==> config.mk <==
export PLATFORM = sky130hd
export DESIGN_NAME = fall_alert_controller
export DESIGN_NICKNAME = d
export VERILOG_FILES = /design/src/hdl/fac_pkg.sv /design/src/hdl/fac_core.sv /design/src/hdl/fac_out_stage.sv /design/src/hdl/fall_alert_controller.sv
export SDC_FILE = /design/constraint.sdc
export NUM_CORES = 1
export LEC_CHECK = 0
export BUFFER_PORTS_ARGS = -buffer_cell sky130_fd_sc_hd__buf_2
export CORE_MARGIN = 2
export CORE_UTILIZATION = 45
export DETAILED_ROUTE_END_ITERATION = 10
export PLACE_DENSITY = 0.68
export SLEW_MARGIN = 20
export SYNTH_ARGS = -nofsm -noshare
export SYNTH_HDL_FRONTEND = slang
export SYNTH_HIERARCHICAL = 1
export SYNTH_SLANG_ARGS = --single-unit
==> constraint.sdc <==
create_clock -name clk -period 4.7 [get_ports clk]
set_input_delay 0.235 -clock clk [delete_from_list [all_inputs] [get_ports clk]]
set_output_delay 0.235 -clock clk [all_outputs]
set_load 0.03 [all_outputs]
==> src/hdl/fac_pkg.sv <==
// Shared types and constants for the fall-alert controller.
`timescale 1ns / 1ps

package fac_pkg;

    // Mode codes
    localparam logic [1:0] MODE_START   = 2'd0;
    localparam logic [1:0] MODE_IDLE    = 2'd1;
    localparam logic [1:0] MODE_FALLING = 2'd2;
    localparam logic [1:0] MODE_SHOW    = 2'd3;

    // Sensor setup commands
    localparam logic [1:0] SETUP_NONE   = 2'd0;
    localparam logic [1:0] SETUP_FALL   = 2'd1;
    localparam logic [1:0] SETUP_IMPACT = 2'd2;

    // Item kinds carried on tuser
    localparam logic CMD_STEP = 1'b0;
    localparam logic CMD_TICK = 1'b1;

    // Configuration register indexes
    localparam logic REG_BLINK_PERIOD = 1'b0;
    localparam logic REG_SHOW_TIMEOUT = 1'b1;

    // Register reset values
    localparam logic [15:0] BLINK_PERIOD_RESET = 16'd250;
    localparam logic [15:0] SHOW_TIMEOUT_RESET = 16'd10000;

    // Packed widths of the stream words
    localparam int IN_DATA_W  = 24;
    localparam int OUT_DATA_W = 32;

    // One input word
    typedef struct packed {
        logic        cmd;
        logic        fall_seen;
        logic        impact_seen;
        logic        key_pressed;
        logic [15:0] peak_accel;
    } fac_item_t;

    // One result word
    typedef struct packed {
        logic [1:0]  mode_now;
        logic        led_on;
        logic [1:0]  sensor_setup;
        logic        low_power_request;
        logic        clear_display;
        logic        display_valid;
        logic [15:0] display_value;
        logic        reset_peak;
    } fac_result_t;

endpackage

==> src/hdl/fac_core.sv <==
// Mode machine, blink and timeout counters of the fall-alert controller.
`timescale 1ns / 1ps

module fac_core
(
    input  logic                clk,
    input  logic                rst_n,
    input  logic                cfg_we,
    input  logic                cfg_index,
    input  logic [15:0]         cfg_wdata,
    input  logic                item_fire,
    input  fac_pkg::fac_item_t  item,
    output fac_pkg::fac_result_t result
);
    import fac_pkg::*;

    logic [15:0] blink_period_reg;
    logic [15:0] show_timeout_reg;
    logic [1:0]  mode_reg,          mode_next;
    logic [15:0] blink_count_reg,   blink_count_next;
    logic [15:0] timeout_count_reg, timeout_count_next;
    logic        blink_done_reg,    blink_done_next;
    logic        timeout_done_reg,  timeout_done_next;
    logic        led_level_reg,     led_level_next;

    // Configuration registers
    always_ff @(posedge clk or negedge rst_n)
    begin
        if (!rst_n)
        begin
            blink_period_reg <= BLINK_PERIOD_RESET;
            show_timeout_reg <= SHOW_TIMEOUT_RESET;
        end
        else if (cfg_we)
        begin
            unique case (cfg_index)
                REG_BLINK_PERIOD: blink_period_reg <= cfg_wdata;
                REG_SHOW_TIMEOUT: show_timeout_reg <= cfg_wdata;
                default:          ;
            endcase
        end
    end

    // Next state and result for the word on the input
    always_comb
    begin
        mode_next          = mode_reg;
        blink_count_next   = blink_count_reg;
        timeout_count_next = timeout_count_reg;
        blink_done_next    = blink_done_reg;
        timeout_done_next  = timeout_done_reg;
        led_level_next     = led_level_reg;
        result             = '0;

        if (item.cmd == CMD_TICK)
        begin
            // Both timers count down and flag done once they sit at zero.
            if (timeout_count_reg != 16'd0)
                timeout_count_next = timeout_count_reg - 16'd1;
            else
                timeout_done_next = 1'b1;
            if (blink_count_reg != 16'd0)
                blink_count_next = blink_count_reg - 16'd1;
            else
                blink_done_next = 1'b1;
        end
        else
        begin
            unique case (mode_reg)
                MODE_START:
                begin
                    led_level_next           = 1'b0;
                    result.clear_display     = 1'b1;
                    result.sensor_setup      = SETUP_FALL;
                    result.low_power_request = 1'b1;
                    mode_next                = MODE_IDLE;
                end
                MODE_IDLE:
                begin
                    if (item.fall_seen)
                    begin
                        led_level_next      = 1'b1;
                        result.sensor_setup = SETUP_IMPACT;
                        blink_count_next    = blink_period_reg;
                        blink_done_next     = 1'b0;
                        mode_next           = MODE_FALLING;
                    end
                end
                MODE_FALLING:
                begin
                    if (blink_done_reg)
                    begin
                        led_level_next   = !led_level_reg;
                        blink_count_next = blink_period_reg;
                        blink_done_next  = 1'b0;
                    end
                    if (item.impact_seen)
                    begin
                        result.display_valid = 1'b1;
                        result.display_value = item.peak_accel;
                        timeout_count_next   = show_timeout_reg;
                        timeout_done_next    = 1'b0;
                        mode_next            = MODE_SHOW;
                    end
                end
                MODE_SHOW:
                begin
                    result.display_valid = 1'b1;
                    result.display_value = item.peak_accel;
                    if (blink_done_reg)
                    begin
                        led_level_next   = !led_level_reg;
                        blink_count_next = blink_period_reg;
                        blink_done_next  = 1'b0;
                    end
                    if (timeout_done_reg || item.key_pressed)
                    begin
                        led_level_next           = 1'b0;
                        result.reset_peak        = 1'b1;
                        result.clear_display     = 1'b1;
                        result.sensor_setup      = SETUP_FALL;
                        result.low_power_request = 1'b1;
                        mode_next                = MODE_IDLE;
                    end
                end
                default: ;
            endcase
        end

        result.mode_now = mode_next;
        result.led_on   = led_level_next;
    end

    // State registers advance only on an accepted word
    always_ff @(posedge clk or negedge rst_n)
    begin
        if (!rst_n)
        begin
            mode_reg          <= MODE_START;
            blink_count_reg   <= 16'd0;
            timeout_count_reg <= 16'd0;
            blink_done_reg    <= 1'b0;
            timeout_done_reg  <= 1'b0;
            led_level_reg     <= 1'b0;
        end
        else if (item_fire)
        begin
            mode_reg          <= mode_next;
            blink_count_reg   <= blink_count_next;
            timeout_count_reg <= timeout_count_next;
            blink_done_reg    <= blink_done_next;
            timeout_done_reg  <= timeout_done_next;
            led_level_reg     <= led_level_next;
        end
    end

`ifndef SYNTHESIS
    // A tick never moves the mode machine.
    assert property (@(posedge clk) disable iff (!rst_n)
        item_fire && item.cmd == CMD_TICK |=> mode_reg == $past(mode_reg))
        else $error("tick changed the mode");

    // A tick word carries no command pulses.
    assert property (@(posedge clk) disable iff (!rst_n)
        item.cmd == CMD_TICK |-> result.sensor_setup == SETUP_NONE
            && !result.low_power_request && !result.clear_display
            && !result.display_valid && !result.reset_peak)
        else $error("tick result carries a command");

    // Leaving the start mode always lands in idle.
    assert property (@(posedge clk) disable iff (!rst_n)
        item_fire && mode_reg == MODE_START && item.cmd == CMD_STEP
            |=> mode_reg == MODE_IDLE)
        else $error("start step did not reach idle");

    // The LED is dark in idle.
    assert property (@(posedge clk) disable iff (!rst_n)
        mode_reg == MODE_IDLE |-> !led_level_reg)
        else $error("LED lit in idle");
`endif

endmodule

==> src/hdl/fac_out_stage.sv <==
// Result register with a skid stage between the core and the output stream.
`timescale 1ns / 1ps

module fac_out_stage
(
    input  logic                 clk,
    input  logic                 rst_n,
    input  logic                 in_valid,
    output logic                 in_ready,
    input  fac_pkg::fac_result_t in_word,
    output logic                 out_valid,
    input  logic                 out_ready,
    output fac_pkg::fac_result_t out_word
);
    import fac_pkg::*;

    fac_result_t main_reg;
    fac_result_t skid_reg;
    logic        main_valid_reg;
    logic        skid_valid_reg;
    logic        in_fire;
    logic        main_free;

    assign in_ready  = !skid_valid_reg;
    assign in_fire   = in_valid && in_ready;
    assign main_free = out_ready || !main_valid_reg;
    assign out_valid = main_valid_reg;
    assign out_word  = main_reg;

    // Valid flags
    always_ff @(posedge clk or negedge rst_n)
    begin
        if (!rst_n)
        begin
            main_valid_reg <= 1'b0;
            skid_valid_reg <= 1'b0;
        end
        else if (main_free)
        begin
            main_valid_reg <= skid_valid_reg || in_fire;
            skid_valid_reg <= 1'b0;
        end
        else if (in_fire)
        begin
            skid_valid_reg <= 1'b1;
        end
    end

    // Payload registers
    always_ff @(posedge clk)
    begin
        if (main_free)
        begin
            if (skid_valid_reg)
                main_reg <= skid_reg;
            else if (in_fire)
                main_reg <= in_word;
        end
        else if (in_fire)
        begin
            skid_reg <= in_word;
        end
    end

`ifndef SYNTHESIS
    // The skid stage is only ever filled behind a full result register.
    assert property (@(posedge clk) disable iff (!rst_n)
        skid_valid_reg |-> main_valid_reg)
        else $error("skid word without a result word");

    // A parked skid word is moved out as soon as the output drains.
    assert property (@(posedge clk) disable iff (!rst_n)
        skid_valid_reg && out_ready |=> !skid_valid_reg && main_valid_reg)
        else $error("skid word not advanced");

    // A stalled skid word stays put.
    assert property (@(posedge clk) disable iff (!rst_n)
        skid_valid_reg && !out_ready |=> skid_valid_reg && $stable(skid_reg))
        else $error("skid word lost while stalled");
`endif

endmodule

==> src/hdl/fall_alert_controller.sv <==
// Top level of the fall-alert controller.
`timescale 1ns / 1ps
//
// Channel   Direction  Contents
// s_axis    in         one step or tick word: tuser = cmd, tdata = flags and peak
// m_axis    out        one result word per input word
// cfg       in         plain register writes, index 0 blink_period, 1 show_timeout
//
// The mode machine and both counters update on each accepted word; its result
// is registered in the result register, or in the skid stage on output stall.
// A new word is accepted every cycle while the skid stage is empty; a two-entry
// result register and skid stage hold one stalled word before s_tready drops.
// Reset is asynchronous and active low; it puts the block in start mode with
// counters at zero and the registers at 250 and 10000.

module fall_alert_controller
(
    input  logic        clk,
    input  logic        rst_n,
    // Input stream
    input  logic        s_tvalid,
    output logic        s_tready,
    input  logic [fac_pkg::IN_DATA_W-1:0]  s_tdata,  // fall_seen, impact_seen, key_pressed,
                                                      // peak_accel[15:0], pad
    input  logic        s_tuser,  // cmd
    // Output stream
    output logic        m_tvalid,
    input  logic        m_tready,
    output logic [fac_pkg::OUT_DATA_W-1:0] m_tdata,  // mode_now[1:0], led_on,
                                                      // sensor_setup[1:0],
                                                      // low_power_request, clear_display,
                                                      // display_valid, display_value[15:0],
                                                      // reset_peak, pad
    // Configuration
    input  logic        cfg_we,
    input  logic        cfg_index,
    input  logic [15:0] cfg_wdata
);
    import fac_pkg::*;

    fac_item_t   item;
    fac_result_t core_result;
    fac_result_t out_word;
    logic        item_fire;

    // Unpack the input word
    always_comb
    begin
        item.cmd         = s_tuser;
        item.fall_seen   = s_tdata[0];
        item.impact_seen = s_tdata[1];
        item.key_pressed = s_tdata[2];
        item.peak_accel  = s_tdata[18:3];
    end

    assign item_fire = s_tvalid && s_tready;

    fac_core u_core
    (
        .clk       (clk),
        .rst_n     (rst_n),
        .cfg_we    (cfg_we),
        .cfg_index (cfg_index),
        .cfg_wdata (cfg_wdata),
        .item_fire (item_fire),
        .item      (item),
        .result    (core_result)
    );

    fac_out_stage u_out
    (
        .clk       (clk),
        .rst_n     (rst_n),
        .in_valid  (s_tvalid),
        .in_ready  (s_tready),
        .in_word   (core_result),
        .out_valid (m_tvalid),
        .out_ready (m_tready),
        .out_word  (out_word)
    );

    // Pack the result word
    assign m_tdata = {7'd0,
                      out_word.reset_peak,
                      out_word.display_value,
                      out_word.display_valid,
                      out_word.clear_display,
                      out_word.low_power_request,
                      out_word.sensor_setup,
                      out_word.led_on,
                      out_word.mode_now};

endmodule
==> results of run 1 <==
## power by group through the flow
stage	clock network [uW]	registers, uW	logic [uW]
detailed placement	0	1560	930
global placement	0	1550	897
CTS	1270	1540	938
floorplan	0	1580	689
finish	1230	1540	937
global route	1320	1580	1040
## worst max-delay path by stage
stage	startpoint	to	cells after the start
after CTS	u_core/mode_reg[0]	u_out/out_word[7]	7
after floorplan	u_out/out_valid	u_out/skid_reg[0]	2
after global routing	u_out/skid_valid_reg	u_core/blink_count_reg[14]	7
after global placement	u_out/skid_valid_reg	u_core/blink_count_reg[14]	7
final	u_out/skid_valid_reg	u_core/blink_count_reg[14]	7
after detailed placement	u_core/mode_reg[0]	u_out/out_word[4]	7
## through the flow
step / total power, uW / cell area (um2) / cells / setup WS [ps]
6_report: 3710 / 7010 / 764 / 2030
5_1_grt: 3940 / 7010 / 763 / 1880
4_1_cts: 3740 / 7010 / 763 / 1990
3_5_place_dp: 2490 / 6440 / 731 / 2020
3_3_place_gp: 2440 / 6440 / 731 / 2040
2_1_floorplan: 2270 / 6030 / 511 / 1690
## kinds of logic (layout without fill, tap and decap cells)
| logic type | Yosys count | count (layout) |
|---|---|---|
| AO/OA/AOI/OAI | 97 | 97 |
| XOR/XNOR | 1 | 1 |
| adder cells (fa/ha/maj) | 6 | 6 |
| buffers and inverters | 48 | 124 |
| flip-flops | 121 | 121 |
| multiplexers | 63 | 63 |
| other | 1 | 8 |
| AND/OR/NAND/NOR | 168 | 168 |
## worst register-to-register path, stage by stage (launching register included)
cell and delay (ps):
dfrtp_1 370, inv_1 60, and2_1 620, nor2b_1 250, or3b_2 480, or2_2 420
o22a_2 240, o211a_1 100
## cell type report
type,count,area (um2),area share
timing repair buffer,77,408,0.0582
tap,176,220,0.0314
sequential,121,3290,0.470
multi-input combinational,342,2470,0.352
inverter,15,56.3,0.00803
antenna,1,2.50,0.000357
clock buffer,19,433,0.0618
clock inverter,13,130,0.0186
## routing by layer
layer | track usage | part of all wire | vias up
met2 | 0.305 | 0.47 | 129
li1 | - | - | 1989
met5 | 0 | 0 | -
met4 | 0.0654 | 0.018 | 0
met3 | 0.0589 | 0.055 | 18
met1 | 0.239 | 0.45 | 2106
## cells in the final DEF (no fill, tap or decap), drive strengths merged, types with 19 or more instances in the layout
cell type,synthesis,layout
buf,23,77
dfrtp,60,60
mux2,57,57
edfxtp,50,50
nor2,40,40
nand2,31,31
o21ai,25,25
a21oi,21,21
and2,20,20
clkbuf,10,19
==> impl_metrics.yaml, run 1 <==
timing:
  period_needed_ps: 2670
  finClkSkew_ps: 4.71
  maxSlewViolCount: 0
  clock.fmax_mhz: 375
  relSlewSlack: 0.403
  setup-tns-final_ps: 0
  holdWs_ps: 10.8
  setup_viol: 0
  rsz0062_at_grt: "false"
  worstMarginPinSlew_ps: 895
  period_share: 0.567
  finalHoldViolCount: 0
global_route:
  grt-ovfl-total: 0
  grt_max_degree: 72
  antenna_found_initial: 0
  grt_pass1_wl_um: 21000
  gr-usage-all-layers: 0.188
  grt_pass1_vias: 4247
synth:
  synthCells: 505
  synth_top_cell_area_share: 0.250
  synth_edf_count: 50
  ys_top_cells_by_area: "dfrtp_1 (25%), edfxtp_1 (25%), mux2_2 (7.3%), dfstp_2 (4.8%), mux2_4 (4.5%)"
  synth_top_family_by_area: "simple AND/OR/NAND/NOR gates"
  postSynthAreaPerCell_um2: 11.9
  synthAdderAreaFrac: 0.0125
  yosys.cell_count.top_type: "dfrtp_1"
  yosys_most_used_dff: "dfrtp_1"
  synthMuxAreaShare: 0.128
  ys_seq_area_frac: 0.548
  yosys.area_share.simple: 0.152
  ys_top_cells_by_count: "dfrtp_1 (60), edfxtp_1 (50), nor2_1 (40)"
  yosysWarnings: 6
  synth_async_sr_flop_share: 0.587
  synth_compound_area_frac: 0.111
  ys_types: 71
  synth_xor_area_frac: 0.00146
  synth.cell_area_um2: 6000
  synth_seq_cells: 121
  yosys.area.top_type: "dfrtp_1"
placed_design:
  gp_congestion: 0.880
  port-buffer-count: 68
  dp.final_hpwl_um: 8350
power:
  power.internal_uw: 2540
  pwr-share-clk: 0.332
  power.density_nw_per_um2: 530
  leakagePower_uw: 0.00287
  power.switching_uw: 1180
  ir_worst_vdd_v: 0.000317
  netSwitchingFraction: 0.317
  pwr-share-comb: 0.252
  p_seq_frac: 0.415
drt:
  drt_iter0_drc: 346
  detail-route-antenna-nets: 0
  drtPass1Iterations: 5
  wl_per_cell_um: 16.5
  routed-via-count: 4242
  viasPerCell: 5.55
  drc_errors: 0
  drt_wl_total_um: 12600
die:
  die_w_um: 120
  initial_utilization: 0.457
  io_pins: 81
  die-area_um2: 14300
  fp-row-count: 42
  die_y_um: 120
  coreArea_um2: 13100
clocking:
  h-tree-depth: 4
  clk_latency_ps: 410
  cts_num_sinks: 121
  postCtsSetupBuffers: 0
  cts_resized: 0
  clock_path_buffers: 2
  clkSlewWorstSetupHoldPaths_ps: 60
  cts_root_buffer: "clkbuf_16"
  ctsHoldBuffers: 0
  cts_buffers: 17
  cts_tree: "done"
layout:
  nNetsFinal: 627
  nFillCells: 1135
  drive_gt1_frac: 0.337
  syn2layout_area_growth_pct: 16.8
  fin_util: 0.534
setup_path:
  crit_type: "register to register"
  path_buf_inv: 1
  endpoint_kind: "register"
  critical-path-slowest-cell: "and2_1"
  start_kind: "register"
  cp.arrival_ps: 2960
  rr_endpoint: "u_core/blink_count_reg[14]"
  crit_family: "simple AND/OR/NAND/NOR gates"
  crit_path_max_incr_delay_ps: 620
  required_ps: 5000
  r2r_slack_ps: 2030
  path_cells: "inv_1 -> and2_1 -> nor2b_1 -> or3b_2 -> or2_2 -> o22a_2 -> o211a_1"
  worstPathMaxFanout: 19
  r2r_start: "u_out/skid_valid_reg"
  ff2ff_path_depth: 7
run_status:
  run_status: "completed"
min_path:
  hold_class: "input port to async pin"
flow_run:
  max_cap_violations: 0
No activity file was read; power rests on OpenSTA's default activity.
==> run 2: changes to the inputs <==
--- a/config.mk
+++ b/config.mk
@@ -5,6 +5,7 @@
 export SDC_FILE = /design/constraint.sdc
 export NUM_CORES = 1
 export LEC_CHECK = 0
+export ABC_AREA = 1
 export BUFFER_PORTS_ARGS = -buffer_cell sky130_fd_sc_hd__buf_2
 export CORE_MARGIN = 2
 export CORE_UTILIZATION = 45
==> constraint.sdc (replaced) <==
create_clock -name clk -period 2.5 [get_ports clk]
set_input_delay 0.125 -clock clk [delete_from_list [all_inputs] [get_ports clk]]
set_output_delay 0.125 -clock clk [all_outputs]
set_load 0.03 [all_outputs]
==> run 2 against run 1 <==
Compared with the run above: first-iteration DRC count down 2.0%; synthesized area up 2.2%; final cell count up 34%; routed wire length up 2.4%; combinational power up 110%; critical path depth up 2; utilization up 1.5 points; worst hold slack worse by 5.2 ps; highest routed layer unchanged.
==> impl_metrics.yaml, run 2 <==
run_status:
  run_status: "completed"
global_route:
  grtUsageMet2: 0.314
  top_usage_layer: "met2"
  grt_max_degree: 39
  met3_usage: 0.0425
  met1_usage: 0.234
  grt_pass1_vias: 4576
  grt_pass1_wl_um: 21400
  gr-usage-all-layers: 0.187
  grt-ovfl-total: 0
  antenna_found_initial: 0
setup_path:
  required_ps: 2840
  cp.arrival_ps: 2370
  worstPathMaxFanout: 28
  start_kind: "register"
  ff2ff_path_depth: 9
  endpoint_kind: "register"
  r2r_slack_ps: 470
  crit_type: "register to register"
synth:
  yosys_most_used_dff: "dfrtp_1"
  ys_top_cells_by_area: "dfrtp_1 (24%), edfxtp_1 (24%), nand2_1 (17%), o21ai_0 (5.3%), inv_1 (4.8%)"
  synth.cell_area_um2: 6130
  synth_edf_count: 50
  ys_seq_area_frac: 0.537
  yosysWarnings: 6
  synth_async_sr_flop_share: 0.587
  postSynthAreaPerCell_um2: 8.14
  synthCells: 754
  synth_seq_cells: 121
  ys_top_cells_by_count: "nand2_1 (275), inv_1 (78), nor2_1 (71)"
  synth_top_cell_area_share: 0.245
  ys_types: 34
  yosys.cell_count.top_type: "nand2_1"
  yosys.area.top_type: "dfrtp_1"
die:
  coreArea_um2: 13300
  fp-row-count: 42
  die-area_um2: 14600
  die_w_um: 121
  initial_utilization: 0.461
  die_y_um: 121
  io_pins: 81
drt:
  drc_errors: 0
  viasPerCell: 4.84
  detail-route-antenna-nets: 0
  routed-via-count: 4950
  wl_per_cell_um: 12.6
  drt_iter0_drc: 339
  drt_wl_total_um: 12900
  drtPass1Iterations: 6
clocking:
  cts_buffers: 17
  cts_root_buffer: "clkbuf_16"
  h-tree-depth: 4
  cts_tree: "done"
  clock_path_buffers: 2
  clkSlewWorstSetupHoldPaths_ps: 50
  cts_num_sinks: 121
  clk_latency_ps: 420
  cts_resized: 0
min_path:
  min_path_cells: 3
  hold_class: "input port to register"
timing:
  worstMarginPinSlew_ps: 847
  maxSlewViolCount: 0
  clock.fmax_mhz: 492
  setup_viol: 0
  relSlewSlack: 0.434
  finalHoldViolCount: 0
  rsz0062_at_grt: "false"
  period_share: 0.814
  finClkSkew_ps: 8.33
  period_needed_ps: 2030
  setup-tns-final_ps: 0
  holdWs_ps: 5.64
layout:
  layout_common_cells: "nand2_1 (275), inv_1 (78), nor2_1 (69)"
  syn2layout_area_growth_pct: 19.0
  fin_util: 0.549
  final_common_cell: "nand2_1"
  instances_no_fill: 1023
  nNetsFinal: 887
  design_area_um2: 7300
  num_antenna_cells: 0
  drive_gt1_frac: 0.176
power:
  ir_worst_vdd_v: 0.000748
  leakagePower_uw: 0.00359
  power.density_nw_per_um2: 1010
placed_design:
  dpl-instance-area_um2: 6560
  port-buffer-count: 68
  dp.final_hpwl_um: 8790
  gp_congestion: 0.851
  placedCellCount: 978
flow_run:
  max_cap_violations: 0
run 2: changes by cell type after synthesis, moves of 22 or more:
cell / delta
nand3_1: +22
nor2_1: +31
mux2_2: -39
inv_1: +64
o21ai_0: +40
nand2_1: +245
run 2: what timing repair did:
| action | 4_1_cts | 5_1_grt |
|---|---|---|
| endpoints found under the hold margin | 41 | 0 |
| hold buffers | 13 | 0 |
| setup endpoints to repair | 0 | 0 |
| setup buffers | 0 | 0 |
run 2: cells by family (layout without fill, tap and decap cells):
| family | after synthesis | in the layout | share of synthesized area |
|---|---|---|---|
| xor gates and xnor gates | 2 | 2 | 0.00286 |
| other | 1 | 7 | 0.000611 |
| AOI/OAI and AO/OA | 91 | 91 | 0.0777 |
| adders and majority gates | 6 | 6 | 0.0122 |
| DFF | 121 | 121 | 0.537 |
| and+or+nand+nor | 415 | 415 | 0.278 |
| buffers and inverters | 118 | 205 | 0.0916 |
run 2: area by class of cell:
class                   instances  area, um2
inverters                      83        319
well taps                     176        220
flip-flops and latches        121       3290
multi-input cells             521       2310
fillers                      1216       6000
clock buffers                  18        429
clock inverters                14        180
repair buffers                 90        551
run 2: final timing paths:
path                                               end                   startpoint
setup / recovery           u_core/timeout_count_reg[1]         u_out/skid_valid_reg
hold / removal              u_core/blink_period_reg[5]                 cfg_wdata[5]
setup reg to reg           u_core/timeout_count_reg[1]         u_out/skid_valid_reg
hold reg to reg            u_core/show_timeout_reg[11]  u_core/show_timeout_reg[11]
max in group asynchronous  u_core/show_timeout_reg[13]                        rst_n
min in group asynchronous   u_core/blink_period_reg[0]                        rst_n
run 2: where the power goes:
group	internal (uW)	switching (uW)	total [uW]
clock network	1650	854	2500
logic	675	1330	2010
registers	2530	320	2850
total	4850	2510	7360
run 2: critical path, stage by stage, from the launching register on:
cell	delay (ps)
dfrtp_1	430
inv_8	180
nand2_1	80
inv_1	160
inv_1	100
nor3_2	310
nand2_4	180
inv_2	290
nand2_1	130
o21ai_2	80
run 2: routing by layer:
layer | routed length, um | vias up | share of wire
met5 | 0 | - | 0
met4 | 208 | 0 | 0.016
met3 | 603 | 14 | 0.047
met2 | 6140 | 119 | 0.48
met1 | 5940 | 2282 | 0.46
li1 | - | 2535 | -
run 2: through the flow:
stage	power (uW)	setup slack [ps]
final	7360	466
after global routing	7850	276
after CTS	7410	436
after detailed placement	4860	474
after global placement	4800	524
after floorplan	4420	355
==> run 3: changes to the inputs <==
--- a/config.mk
+++ b/config.mk
@@ -10,7 +10,7 @@
 export CORE_MARGIN = 2
 export CORE_UTILIZATION = 45
 export DETAILED_ROUTE_END_ITERATION = 10
-export PLACE_DENSITY = 0.68
+export PLACE_DENSITY = 0.7
 export SLEW_MARGIN = 20
 export SYNTH_ARGS = -nofsm -noshare
 export SYNTH_HDL_FRONTEND = slang
==> constraint.sdc (replaced) <==
create_clock -name clk -period 1.65 [get_ports clk]
set_input_delay 0.0825 -clock clk [delete_from_list [all_inputs] [get_ports clk]]
set_output_delay 0.0825 -clock clk [all_outputs]
set_load 0.03 [all_outputs]
==> run 3 against run 2 <==
Compared with the run above: the run now ends with setup timing left; final cell count is 6.2% higher; maximum frequency is 19% higher; count of clock-buffer cells in the layout is 1 higher; utilization is 7.7 points higher; sequential cell count stayed put; global-route usage is 1.2 points higher; critical path depth is 1 higher; largest cell class unchanged.
==> impl_metrics.yaml, run 3 (synthesis results as in run 2) <==
run_status:
  run_status: "finished with violations"
  violations: "setup timing"
layout:
  regArea_um2: 3290
  multi_input_area_um2: 2660
  layout_common_cells: "nand2_1 (265), inv_1 (72), buf_2 (69)"
  drive_gt1_frac: 0.289
  nNetsFinal: 953
  final_common_cell: "nand2_1"
  design_area_um2: 8320
  fin_util: 0.626
  nFillCells: 1069
  num_antenna_cells: 0
  syn2layout_area_growth_pct: 35.6
placed_design:
  dp.final_hpwl_um: 8890
  gp_congestion: 0.872
  dpl-instance-area_um2: 7010
  port-buffer-count: 68
power:
  power.internal_uw: 8160
  ir_worst_vdd_v: 0.00116
  p_seq_frac: 0.348
  netSwitchingFraction: 0.344
  power.switching_uw: 4270
  pwr-share-comb: 0.351
  pwr-share-clk: 0.301
  total_power_uw: 12400
  leakagePower_uw: 0.00399
  power.density_nw_per_um2: 1490
drt:
  wl_per_cell_um: 13.2
  drc_errors: 0
  drt_wl_total_um: 14300
  viasPerCell: 4.87
  drt_iter0_drc: 382
  drtPass1Iterations: 5
  routed-via-count: 5290
  detail-route-antenna-nets: 0
setup_path:
  endpoint_kind: "register"
  crit_type: "register to register"
  r2r_slack_ps: -60
  cp.arrival_ps: 2000
  required_ps: 1930
  start_kind: "register"
  worstPathMaxFanout: 8
global_route:
  grtUsageMet2: 0.335
  grt_pass1_wl_um: 22800
  grt-ovfl-total: 0
  met1_usage: 0.248
  gr-usage-all-layers: 0.198
  grt_pass1_vias: 5010
  met3_usage: 0.0524
  grt_max_degree: 72
  top_usage_layer: "met2"
  antenna_found_initial: 0
timing:
  maxSlewViolCount: 0
  period_needed_ps: 1710
  clock.fmax_mhz: 583
  setup_viol: 3
  finalHoldViolCount: 0
  rsz0062_at_grt: "true"
  setup-tns-final_ps: -79.4
  period_share: 1.04
  worst_slack_ps: -64.0
  finClkSkew_ps: 15.5
clocking:
  cts_buffers: 17
  clk_latency_ps: 420
  clkSlewWorstSetupHoldPaths_ps: 50
  clock_path_buffers: 2
  cts_num_sinks: 121
  cts_tree: "done"
  cts_root_buffer: "clkbuf_16"
  h-tree-depth: 4
min_path:
  hold_class: "input port to register"
die:
  die_w_um: 121
  coreArea_um2: 13300
  die_y_um: 121
  die-area_um2: 14600
  initial_utilization: 0.461
  io_pins: 81
  fp-row-count: 42
flow_run:
  max_cap_violations: 0
[run 3: changes by cell type in the layout (fill, tap and decap cells not counted), sizes merged]
cell / change
clkinv: -1
buf: +51
dlygate4sd3: +12
clkinvlp: -3
clkbuf: +4
[run 3: per-layer routing]
metal  up-vias  wire length [um]  part of all wire
met2       127              7200              0.50
met5         -                 0                 0
li1       2665                 -                 -
met4         0               167             0.012
met1      2481              6280              0.44
met3        17               661             0.046
[run 3: final timing paths]
check | start | to | depth (start not counted)
min | s_tdata[3] | u_out/skid_reg[1] | 3
min in group asynchronous | rst_n | u_core/show_timeout_reg[5] | 3
max in group asynchronous | rst_n | u_core/blink_period_reg[7] | 3
max reg2reg | u_core/mode_reg[0] | u_out/out_word[8] | 10
max | u_core/mode_reg[0] | u_out/out_word[8] | 10
min reg2reg | u_core/blink_period_reg[0] | u_core/blink_period_reg[0] | 2
[run 3: power by group through the flow]
stage                     registers [uW]  logic, uW  clock network [uW]
after floorplan                     4390       2310                   0
after global placement              4310       3590                   0
after detailed placement            4310       3660                   0
after CTS                           4280       3820                3820
after global routing                4400       4900                3940
final                               4330       4360                3740
[run 3: critical path, stage by stage (launching register included)]
cell and delay, ps:
dfrtp_2 460, inv_2 100, ha_4 150, buf_6 110, nand2_4 50, a21oi_4 140, inv_2 80, clkbuf_16 190
nor2_4 110, nand2_1 80, nand2_1 110
[run 3: area by class of cell]
cell class / count / share of cell area
Clock inverter: 10 / 0.0185
Sequential cell: 121 / 0.396
Inverter: 83 / 0.0393
Timing Repair Buffer: 156 / 0.148
Clock buffer: 19 / 0.0521
Multi-Input combinational cell: 521 / 0.320
Tap cell: 176 / 0.0265
[run 3: stage by stage]
step	worst slack [ps]	hold slack (ps)	instances
6_report	-64.0	19.4	1086
2_1_floorplan	-40.1	-213	760
3_3_place_gp	-4.53	138	1023
5_1_grt	-168	23.9	1086
3_5_place_dp	-52.1	137	1023
4_1_cts	-13.4	2.39	1079
[run 3: repair_timing]
item | 4_1_cts | 5_1_grt
endpoints found under the setup margin | 27 | 70
setup buffers | 2 | 3
pin swaps | 3 | 16
resized for setup | 30 | 76
gates cloned | 0 | 4
endpoints found under the hold margin | 107 | 0
hold buffers | 25 | 0
